$ cat config.mk
export PLATFORM = sky130hd
export DESIGN_NAME = gregorian_days_between_dates
export DESIGN_NICKNAME = d
export VERILOG_FILES = /design/src/rtl/gdbd_pkg.sv /design/src/rtl/gdbd_alu.sv /design/src/rtl/gdbd_seq.sv /design/src/rtl/gregorian_days_between_dates.sv
export SDC_FILE = /design/constraint.sdc
export NUM_CORES = 1
export LEC_CHECK = 0
export BUFFER_PORTS_ARGS = -buffer_cell sky130_fd_sc_hd__buf_2
export CAP_MARGIN = 10
export CORE_ASPECT_RATIO = 1.2
export CORE_UTILIZATION = 45
export CTS_BUF_LIST = sky130_fd_sc_hd__clkbuf_8
export CTS_CLUSTER_SIZE = 30
export DETAILED_ROUTE_END_ITERATION = 8
export PLACE_DENSITY = 0.61
export SYNTH_ARGS = -nofsm -noshare
export SYNTH_HDL_FRONTEND = slang
export SYNTH_SLANG_ARGS = --single-unit
$ cat constraint.sdc
create_clock -name clock -period 13.8 [get_ports clock]
set_input_delay 0 -clock clock [delete_from_list [all_inputs] [get_ports clock]]
set_output_delay 0 -clock clock [all_outputs]
set_load 0.02 [all_outputs]
$ cat src/rtl/gdbd_pkg.sv
// ----------------------------------------------------------------------------
// gdbd_pkg: shared types and constants for the date distance block
// field widths, arithmetic unit operand format and the calendar tables
// ----------------------------------------------------------------------------
package gdbd_pkg;

   localparam int DAY_W   = 5;
   localparam int MONTH_W = 4;
   localparam int YEAR_W  = 14;
   localparam int COUNT_W = 22;
   localparam int NUM_W   = 23;   // day number of any 14-bit year
   localparam int YSH_W   = 15;   // shifted year
   localparam int QUO_W   = 8;    // year / 100
   localparam int REM_W   = 8;    // uncorrected remainder, below 200

   // arithmetic unit operands and result
   localparam int A_W   = 24;
   localparam int B_W   = 13;
   localparam int RES_W = A_W + B_W + 1;

   // divide by 100 through a reciprocal that may come out one low
   localparam logic [B_W-1:0]     DIV_RECIP  = 13'd5242;
   localparam int                 DIV_SHIFT  = 19;
   localparam logic [QUO_W-1:0]   CENTURY    = 8'd100;
   localparam logic [YSH_W-1:0]   YEAR_SHIFT = 15'd400;
   localparam logic [B_W-1:0]     DAYS_YEAR  = 13'd365;
   localparam logic [B_W-1:0]     UNIT       = 13'd1;
   localparam logic [MONTH_W-1:0] MONTH_JAN  = 4'd1;
   localparam logic [MONTH_W-1:0] MONTH_FEB  = 4'd2;
   localparam logic [MONTH_W-1:0] MONTH_DEC  = 4'd12;
   localparam logic [COUNT_W-1:0] COUNT_MAX  = 22'h3FFFFF;

   typedef struct packed {
      logic [YEAR_W-1:0]  year;
      logic [MONTH_W-1:0] month;
      logic [DAY_W-1:0]   day;
   } date_type;

   typedef struct packed {
      logic           sub;   // c - a*b when set, c + a*b otherwise
      logic [A_W-1:0] a;
      logic [B_W-1:0] b;
      logic [A_W-1:0] c;
   } alu_req_type;

   typedef struct packed {
      logic [COUNT_W-1:0] day_count;
      logic               invalid_date;
   } result_type;

   // days before the first of the month, counted from march
   function automatic logic [8:0] month_offset(input logic [MONTH_W-1:0] m);
      logic [8:0] r;
      unique case (m)
         4'd3:    r = 9'd0;
         4'd4:    r = 9'd31;
         4'd5:    r = 9'd61;
         4'd6:    r = 9'd92;
         4'd7:    r = 9'd122;
         4'd8:    r = 9'd153;
         4'd9:    r = 9'd184;
         4'd10:   r = 9'd214;
         4'd11:   r = 9'd245;
         4'd12:   r = 9'd275;
         4'd1:    r = 9'd306;
         4'd2:    r = 9'd337;
         default: r = 9'd0;
      endcase
      return r;
   endfunction

   function automatic logic [DAY_W-1:0] month_days(input logic [MONTH_W-1:0] m,
                                                   input logic leap);
      logic [DAY_W-1:0] r;
      unique case (m)
         4'd4, 4'd6, 4'd9, 4'd11: r = 5'd30;
         4'd2:                    r = leap ? 5'd29 : 5'd28;
         default:                 r = 5'd31;
      endcase
      return r;
   endfunction

endpackage

$ cat src/rtl/gdbd_alu.sv
// ----------------------------------------------------------------------------
// gdbd_alu: shared multiply-accumulate unit
// gives c + a*b or c - a*b, one operation per cycle for the sequencer
// ----------------------------------------------------------------------------
module gdbd_alu
   import gdbd_pkg::*;
(
   input  alu_req_type              req,
   output logic signed [RES_W-1:0]  res
);

   logic [RES_W-1:0] prod;
   logic [RES_W-1:0] c_ext;

   assign prod  = RES_W'(req.a) * RES_W'(req.b);
   assign c_ext = RES_W'(req.c);
   assign res   = req.sub ? $signed(c_ext - prod) : $signed(c_ext + prod);

endmodule

$ cat src/rtl/gdbd_seq.sv
// ----------------------------------------------------------------------------
// gdbd_seq: sequencer for the day number of each date and their distance
// drives the shared unit through a fixed step list, checks both dates
// ----------------------------------------------------------------------------
module gdbd_seq
   import gdbd_pkg::*;
(
   input  logic       clock,
   input  logic       reset,
   input  logic       start,
   input  date_type   first_date,
   input  date_type   second_date,
   input  logic       take,
   output logic       idle,
   output logic       done_valid,
   output result_type result
);

   localparam logic [3:0] ST_IDLE  = 4'd0;
   localparam logic [3:0] ST_DIVY  = 4'd1;
   localparam logic [3:0] ST_REMY  = 4'd2;
   localparam logic [3:0] ST_DIVYY = 4'd3;
   localparam logic [3:0] ST_REMYY = 4'd4;
   localparam logic [3:0] ST_MUL   = 4'd5;
   localparam logic [3:0] ST_SUBC  = 4'd6;
   localparam logic [3:0] ST_ADDQ  = 4'd7;
   localparam logic [3:0] ST_ADDMD = 4'd8;
   localparam logic [3:0] ST_DIFF1 = 4'd9;
   localparam logic [3:0] ST_DIFF2 = 4'd10;
   localparam logic [3:0] ST_DONE  = 4'd11;

   logic [3:0]                state_ff, state_in;
   logic                      sel_ff, sel_in;
   date_type [1:0]            date_ff, date_in;
   logic [QUO_W-1:0]          q_ff, q_in;
   logic                      leap_ff, leap_in;
   logic [NUM_W-1:0]          acc_ff, acc_in;
   logic [1:0][NUM_W-1:0]     num_ff, num_in;
   logic [1:0]                ok_ff, ok_in;
   result_type                res_ff, res_in;

   alu_req_type               alu_req;
   logic signed [RES_W-1:0]   alu_res;

   date_type                  cur;
   logic [YSH_W-1:0]          yy;
   logic [QUO_W-1:0]          q_raw, q_corr;
   logic [REM_W-1:0]          r_raw, r_corr;
   logic                      corr;
   logic                      date_ok;
   logic [NUM_W-1:0]          mag;
   result_type                final_res;

   gdbd_alu u_alu (
      .req (alu_req),
      .res (alu_res)
   );

   assign cur = date_ff[sel_ff];
   assign yy  = YSH_W'(cur.year) + YEAR_SHIFT
              - ((cur.month <= MONTH_FEB) ? YSH_W'(1) : YSH_W'(0));

   // one-low reciprocal quotient, fixed up by one compare and subtract
   assign q_raw  = alu_res[DIV_SHIFT +: QUO_W];
   assign r_raw  = alu_res[REM_W-1:0];
   assign corr   = (r_raw >= CENTURY);
   assign q_corr = q_ff + QUO_W'(corr);
   assign r_corr = r_raw - (corr ? CENTURY : '0);

   assign date_ok = (cur.month >= MONTH_JAN) && (cur.month <= MONTH_DEC)
                 && (cur.day != '0) && (cur.day <= month_days(cur.month, leap_ff));

   assign mag = alu_res[NUM_W-1:0];

   always_comb begin
      final_res.invalid_date = !(ok_ff[0] && ok_ff[1]);
      if (!(ok_ff[0] && ok_ff[1])) begin
         final_res.day_count = '0;
      end else if (mag > NUM_W'(COUNT_MAX)) begin
         final_res.day_count = COUNT_MAX;
      end else begin
         final_res.day_count = mag[COUNT_W-1:0];
      end
   end

   always_comb begin
      state_in = state_ff;
      sel_in   = sel_ff;
      date_in  = date_ff;
      q_in     = q_ff;
      leap_in  = leap_ff;
      acc_in   = acc_ff;
      num_in   = num_ff;
      ok_in    = ok_ff;
      res_in   = res_ff;
      alu_req  = '0;
      unique case (state_ff)
         ST_IDLE: begin
            if (start) begin
               date_in  = {second_date, first_date};
               sel_in   = 1'b0;
               state_in = ST_DIVY;
            end
         end
         ST_DIVY: begin
            alu_req.a = A_W'(cur.year);
            alu_req.b = DIV_RECIP;
            q_in      = q_raw;
            state_in  = ST_REMY;
         end
         ST_REMY: begin
            alu_req.sub = 1'b1;
            alu_req.a   = A_W'(q_ff);
            alu_req.b   = B_W'(CENTURY);
            alu_req.c   = A_W'(cur.year);
            leap_in     = (cur.year[1:0] == 2'b00)
                       && ((r_corr != '0) || (q_corr[1:0] == 2'b00));
            state_in    = ST_DIVYY;
         end
         ST_DIVYY: begin
            alu_req.a = A_W'(yy);
            alu_req.b = DIV_RECIP;
            q_in      = q_raw;
            state_in  = ST_REMYY;
         end
         ST_REMYY: begin
            alu_req.sub = 1'b1;
            alu_req.a   = A_W'(q_ff);
            alu_req.b   = B_W'(CENTURY);
            alu_req.c   = A_W'(yy);
            q_in        = q_corr;
            state_in    = ST_MUL;
         end
         ST_MUL: begin
            alu_req.a = A_W'(yy);
            alu_req.b = DAYS_YEAR;
            alu_req.c = A_W'(yy >> 2);
            acc_in    = alu_res[NUM_W-1:0];
            state_in  = ST_SUBC;
         end
         ST_SUBC: begin
            alu_req.sub = 1'b1;
            alu_req.a   = A_W'(q_ff);
            alu_req.b   = UNIT;
            alu_req.c   = A_W'(acc_ff);
            acc_in      = alu_res[NUM_W-1:0];
            state_in    = ST_ADDQ;
         end
         ST_ADDQ: begin
            alu_req.a = A_W'(q_ff >> 2);
            alu_req.b = UNIT;
            alu_req.c = A_W'(acc_ff);
            acc_in    = alu_res[NUM_W-1:0];
            state_in  = ST_ADDMD;
         end
         ST_ADDMD: begin
            // day of month taken as is: the offset of one cancels in the distance
            alu_req.a      = A_W'(month_offset(cur.month)) + A_W'(cur.day);
            alu_req.b      = UNIT;
            alu_req.c      = A_W'(acc_ff);
            num_in[sel_ff] = alu_res[NUM_W-1:0];
            ok_in[sel_ff]  = date_ok;
            if (!sel_ff) begin
               sel_in   = 1'b1;
               state_in = ST_DIVY;
            end else begin
               state_in = ST_DIFF1;
            end
         end
         ST_DIFF1: begin
            alu_req.sub = 1'b1;
            alu_req.a   = A_W'(num_ff[1]);
            alu_req.b   = UNIT;
            alu_req.c   = A_W'(num_ff[0]);
            if (alu_res[RES_W-1]) begin
               state_in = ST_DIFF2;
            end else begin
               res_in   = final_res;
               state_in = ST_DONE;
            end
         end
         ST_DIFF2: begin
            alu_req.sub = 1'b1;
            alu_req.a   = A_W'(num_ff[0]);
            alu_req.b   = UNIT;
            alu_req.c   = A_W'(num_ff[1]);
            res_in      = final_res;
            state_in    = ST_DONE;
         end
         ST_DONE: begin
            if (take) begin
               state_in = ST_IDLE;
            end
         end
         default: begin
            state_in = ST_IDLE;
         end
      endcase
   end

   always_ff @(posedge clock) begin
      if (reset) begin
         state_ff <= ST_IDLE;
         sel_ff   <= 1'b0;
      end else begin
         state_ff <= state_in;
         sel_ff   <= sel_in;
      end
      date_ff <= date_in;
      q_ff    <= q_in;
      leap_ff <= leap_in;
      acc_ff  <= acc_in;
      num_ff  <= num_in;
      ok_ff   <= ok_in;
      res_ff  <= res_in;
   end

   assign idle       = (state_ff == ST_IDLE);
   assign done_valid = (state_ff == ST_DONE);
   assign result     = res_ff;

   // the swapped subtraction only runs after a negative first try
   a_diff2_order: assert property (@(posedge clock) disable iff (reset)
      state_ff == ST_DIFF2 |-> $past(state_ff) == ST_DIFF1)
      else $error("swapped subtraction without a negative first try");

   a_diff2_sign: assert property (@(posedge clock) disable iff (reset)
      state_ff == ST_DIFF2 |-> !alu_res[RES_W-1])
      else $error("swapped subtraction came out negative");

endmodule

$ cat src/rtl/gregorian_days_between_dates.sv
// ----------------------------------------------------------------------------
// gregorian_days_between_dates: day distance between two gregorian dates
// day numbers of both dates through one shared multiply-accumulate unit
// ----------------------------------------------------------------------------
//
// channel   direction  tdata (lowest bit up)                          tuser
// req_      in         first day, month, year, second day, month,   -
//                      year (46 bits in 48)
// rsp_      out        day_count (22 bits in 24)                      invalid_date
//
// an accepted beat goes through these steps until its result beat is shown:
// eight steps of the shared unit per date, one or two for the distance, one
// to hand over, taken in turn on the single multiply-accumulate unit
// req_tready is high only while the sequencer is idle
// the result register frees the sequencer while a result waits on rsp_tready
// reset is synchronous and active high and clears the control state only
//
module gregorian_days_between_dates
   import gdbd_pkg::*;
(
   input  logic        clock,
   input  logic        reset,
   // request beats
   input  logic        req_tvalid,
   output logic        req_tready,
   input  logic [47:0] req_tdata,   // first_day, first_month, first_year,
                                    // second_day, second_month, second_year, zero pad
   // result beats
   output logic        rsp_tvalid,
   input  logic        rsp_tready,
   output logic [23:0] rsp_tdata,   // day_count, zero pad
   output logic        rsp_tuser    // invalid_date
);

   logic       seq_idle;
   logic       seq_done;
   logic       seq_take;
   result_type seq_result;
   date_type   first_date;
   date_type   second_date;

   logic       rsp_tvalid_ff, rsp_tvalid_in;
   result_type rsp_data_ff, rsp_data_in;

   // unpack the request beat, first date in the low bits
   assign first_date  = req_tdata[22:0];
   assign second_date = req_tdata[45:23];

   assign req_tready = seq_idle;

   // hand the finished result over when the output register is free or emptying
   assign seq_take = seq_done && (!rsp_tvalid_ff || rsp_tready);

   gdbd_seq u_seq (
      .clock       (clock),
      .reset       (reset),
      .start       (req_tvalid && req_tready),
      .first_date  (first_date),
      .second_date (second_date),
      .take        (seq_take),
      .idle        (seq_idle),
      .done_valid  (seq_done),
      .result      (seq_result)
   );

   always_comb begin
      rsp_tvalid_in = rsp_tvalid_ff;
      rsp_data_in   = rsp_data_ff;
      if (seq_take) begin
         rsp_tvalid_in = 1'b1;
         rsp_data_in   = seq_result;
      end else if (rsp_tready) begin
         rsp_tvalid_in = 1'b0;
      end
   end

   always_ff @(posedge clock) begin
      if (reset) begin
         rsp_tvalid_ff <= 1'b0;
      end else begin
         rsp_tvalid_ff <= rsp_tvalid_in;
      end
      rsp_data_ff <= rsp_data_in;
   end

   assign rsp_tvalid = rsp_tvalid_ff;
   assign rsp_tdata  = {2'b00, rsp_data_ff.day_count};
   assign rsp_tuser  = rsp_data_ff.invalid_date;

   // an accepted beat keeps the block busy for the next cycle
   a_busy_after_accept: assert property (@(posedge clock) disable iff (reset)
      req_tvalid && req_tready |=> !req_tready)
      else $error("request taken while the sequencer was still busy");

   // an invalid date always carries a zero count
   a_invalid_zero: assert property (@(posedge clock) disable iff (reset)
      rsp_tvalid && rsp_tuser |-> rsp_tdata == '0)
      else $error("invalid date with a non-zero count");

endmodule
==> out/summary.txt <==
CP Launch Type - flop
Remaining DRCs - 0
Synth top cells by count - inv_1, ha_1, edfxtp_1, fa_1, nor2_1
Maximum vdd drop - 0.0001717 V
Post-Syn Area - 18280 um2
Largest net degree at the start of global routing - 47
Worst path most repeated cell - inv_1
Ant. Diodes - 0
Dominant synthesized flop cell - edfxtp_1
FF-to-FF setup slack - 1.13 ns
Seq/Total Area, Yosys - 0.2891
Internal Power - 1.778 mW
Reg-to-Reg End - u_seq.result[3]
Clk_skew - 0.01706 ns
Switching share of power - 0.5069
Most frequent cell after synthesis - inv_1
Design area - 20530 um2
Ys async rst share - 0
Yosys top cell by area - edfxtp_1
Period minus WS final - 12.67 ns
Max Cap Viol - 0
Slew Limit Fails - 0
WS Path Type - reg -> reg
Initial drt markers - 857
CP max FO - 23
Share of layout cells above drive strength 1 - 0.09682
Worst Max-Slew Pin Slew - 1.177 ns
Status - finished clean
Critical Path End Type - flop
Post-DP Area - 19620 um2
Routed WL - 49430 um
Ranking of synthesized cells by area - edfxtp_1, fa_1, ha_1, inv_1, xnor2_1
Reg power frac - 0.213
WL/cell - 19.18 um
Lkg Pwr - 9.549 nW
RR Startpoint - u_seq.sel_ff
Post-synthesis area per instance - 9.920 um2
Top cell type's share of synthesized area - 0.2825
Post-Syn Instances - 1843
Worst path arrival time - 12.83 ns
Post-DP HPWL - 39880 um
Number of top-level pins - 79
Global placer's final weighted congestion - 0.9396
RSZ-0062 raised after global routing - no
R2r worst-path depth - 42
Gr ovfl total - 0
Setup tns final - 0 ns
CTS buffer count - 17
Critical path data required time - 13.96 ns
Global-route wire length before repair - 78440 um
Switching power - 1.827 mW
Initial antenna violation count - 0
Crit-path slowest cell - dfxtp_1
TritonCTS clock tree - yes
Total track usage - 0.2497
Root Buffer - clkbuf_8
Crit path buf inv count - 7
Final number of hold-violating endpoints - 0
Final setup violation count - 0
Vias - 14270
Hold path depth - 2
Slew Limit Headroom - 0.2151
Vias in the first global route - 14650
Max H-tree Level - 4
Die area - 41440 um2
Synth unique cells - 80
Combinational power share - 0.685
Drt pass-1 iters - 7
Highest clock rate - 0.07891 GHz
Hold path start - req_tdata[44]
Setup Fix Bufs, Post-CTS - 0
Synth Warn # - 0
CP max stage delay - 0.83 ns
Initial Util - 0.4578
Number of flops mapped to enable cells by yosys - 172
CTS Buffer Depth - 2
Hold WC Path Type - in -> reg
Net count reported at finish - 2424
Row cnt - 80
Area growth from synthesis to layout - 12.27%
Hold EP - u_seq.date_ff[44]
Final worst path period share - 0.9183
Clock share of power - 0.101
Die X - 186 um
Crit path max-delay family - adder cells
Register bit count reported by yosys - 178
Die span in y - 222.8 um
Worst skew pair latency - 0.49 ns
Average via count per standard cell - 5.536
Clock sink count - 178
Port buffer count - 74
Power per standard cell area - 175.6 nW/um2
Post-DRT Antenna Nets - 0
Core area - 39940 um2
Clock-pin slew on the worst setup and hold paths - 0.10 ns
==> state kept, by name (all words and copies together) (netlist names) <==
register        cells
u_seq.leap_ff       1
u_seq.result       23
u_seq.ok_ff         2
u_seq.acc_ff       23
rsp_tdata          22
rsp_tvalid          1
rsp_tuser           1
u_seq.num_ff       46
u_seq.date_ff      46
u_seq.sel_ff        1
u_seq.q_ff          8
u_seq.state_ff      4
==> how the worst max path moves through the flow <==
stage / start / cells after the start / slack, ns / endpoint
2_1_floorplan: u_seq.sel_ff / 41 / 2.14 / u_seq.result[0]
4_1_cts: u_seq.sel_ff / 45 / 0.90 / u_seq.result[16]
3_5_place_dp: u_seq.sel_ff / 45 / 0.95 / u_seq.result[16]
3_3_place_gp: u_seq.sel_ff / 47 / 1.05 / u_seq.result[4]
6_report: u_seq.sel_ff / 42 / 1.13 / u_seq.result[3]
5_1_grt: u_seq.sel_ff / 46 / 0.20 / u_seq.result[13]
==> timing repair <==
| action | in CTS | in global routing |
|---|---|---|
| hold endpoints to repair | 52 | 0 |
| hold buffers | 50 | 0 |
| setup endpoints to repair | 0 | 11 |
| resized for setup | 0 | 1 |
==> area by class of cell <==
| class | count | area (um2) |
|---|---|---|
| clock buffer | 17 | 234.0 |
| clock inverter | 15 | 165.2 |
| multi-input combinational | 1404 | 12050 |
| inverter | 280 | 1051 |
| tap | 533 | 666.9 |
| sequential | 178 | 5285 |
| timing repair buffer | 151 | 1074 |
| fill | 3687 | 19410 |
==> placed cells by master, fill, tap and decap left out, drive strengths merged, types with 10 or more instances in the layout <==
cell           n
a222oi        11
a22oi         18
fa           160
xnor2         67
or2           13
a221oi        17
and3          11
and2          11
o21ba         11
edfxtp       172
xor2          40
mux2i         13
nor2         153
a21o          33
o21ai         85
buf          101
nand4         14
nand2b        22
nor3          26
a211oi        11
nor4          10
mux2          18
a21oi        105
dlygate4sd3   50
nand3         24
o21a          14
a221o         10
nor2b         19
clkbuf        17
inv          288
a22o          12
nand2         93
ha           180
conb          76
==> power groups by stage <==
stage                     registers (mW)  clock network [mW]  logic (mW)
after floorplan                    0.765                   0        1.77
after global placement             0.779                   0        2.38
after detailed placement           0.780                   0        2.41
after CTS                          0.768               0.373        2.43
after global routing               0.772               0.392        2.74
final                              0.769               0.365        2.47
==> stage by stage <==
step / total power [mW] / std cells / utilization / setup WS (ns) / hold WS (ns)
global route: 3.906 / 2578 / 0.5139 / 0.1967 / 0.2014
CTS: 3.568 / 2578 / 0.5138 / 0.9013 / 0.1958
floorplan: 2.532 / 1917 / - / 2.142 / 0.07238
detailed placement: 3.186 / 2496 / 0.4913 / 0.9454 / 0.1781
finish: 3.605 / 2578 / 0.5139 / 1.128 / 0.2247
global placement: 3.159 / 2496 / 0.4913 / 1.054 / 0.1788
==> metal layers <==
metal | routed length (um) | track usage
met1 | 19840 | 0.3006
met2 | 25690 | 0.4508
met3 | 1963 | 0.02409
met4 | 1940 | 0.09942
met5 | 0 | 0
==> kinds of logic (layout without fill, tap and decap cells) <==
family	count (synthesis)	after routing	share of synthesized area
adder cells (fa/ha/maj)	340	340	0.2984
flip-flops	178	178	0.2891
other	2	76	0.0004108
XOR/XNOR	107	107	0.05126
AO/OA/AOI/OAI	423	423	0.1590
AND/OR/NAND/NOR	427	427	0.1144
multiplexers	31	31	0.01820
buffers and inverters	335	463	0.06926
No activity file was read; power rests on OpenSTA's default activity.
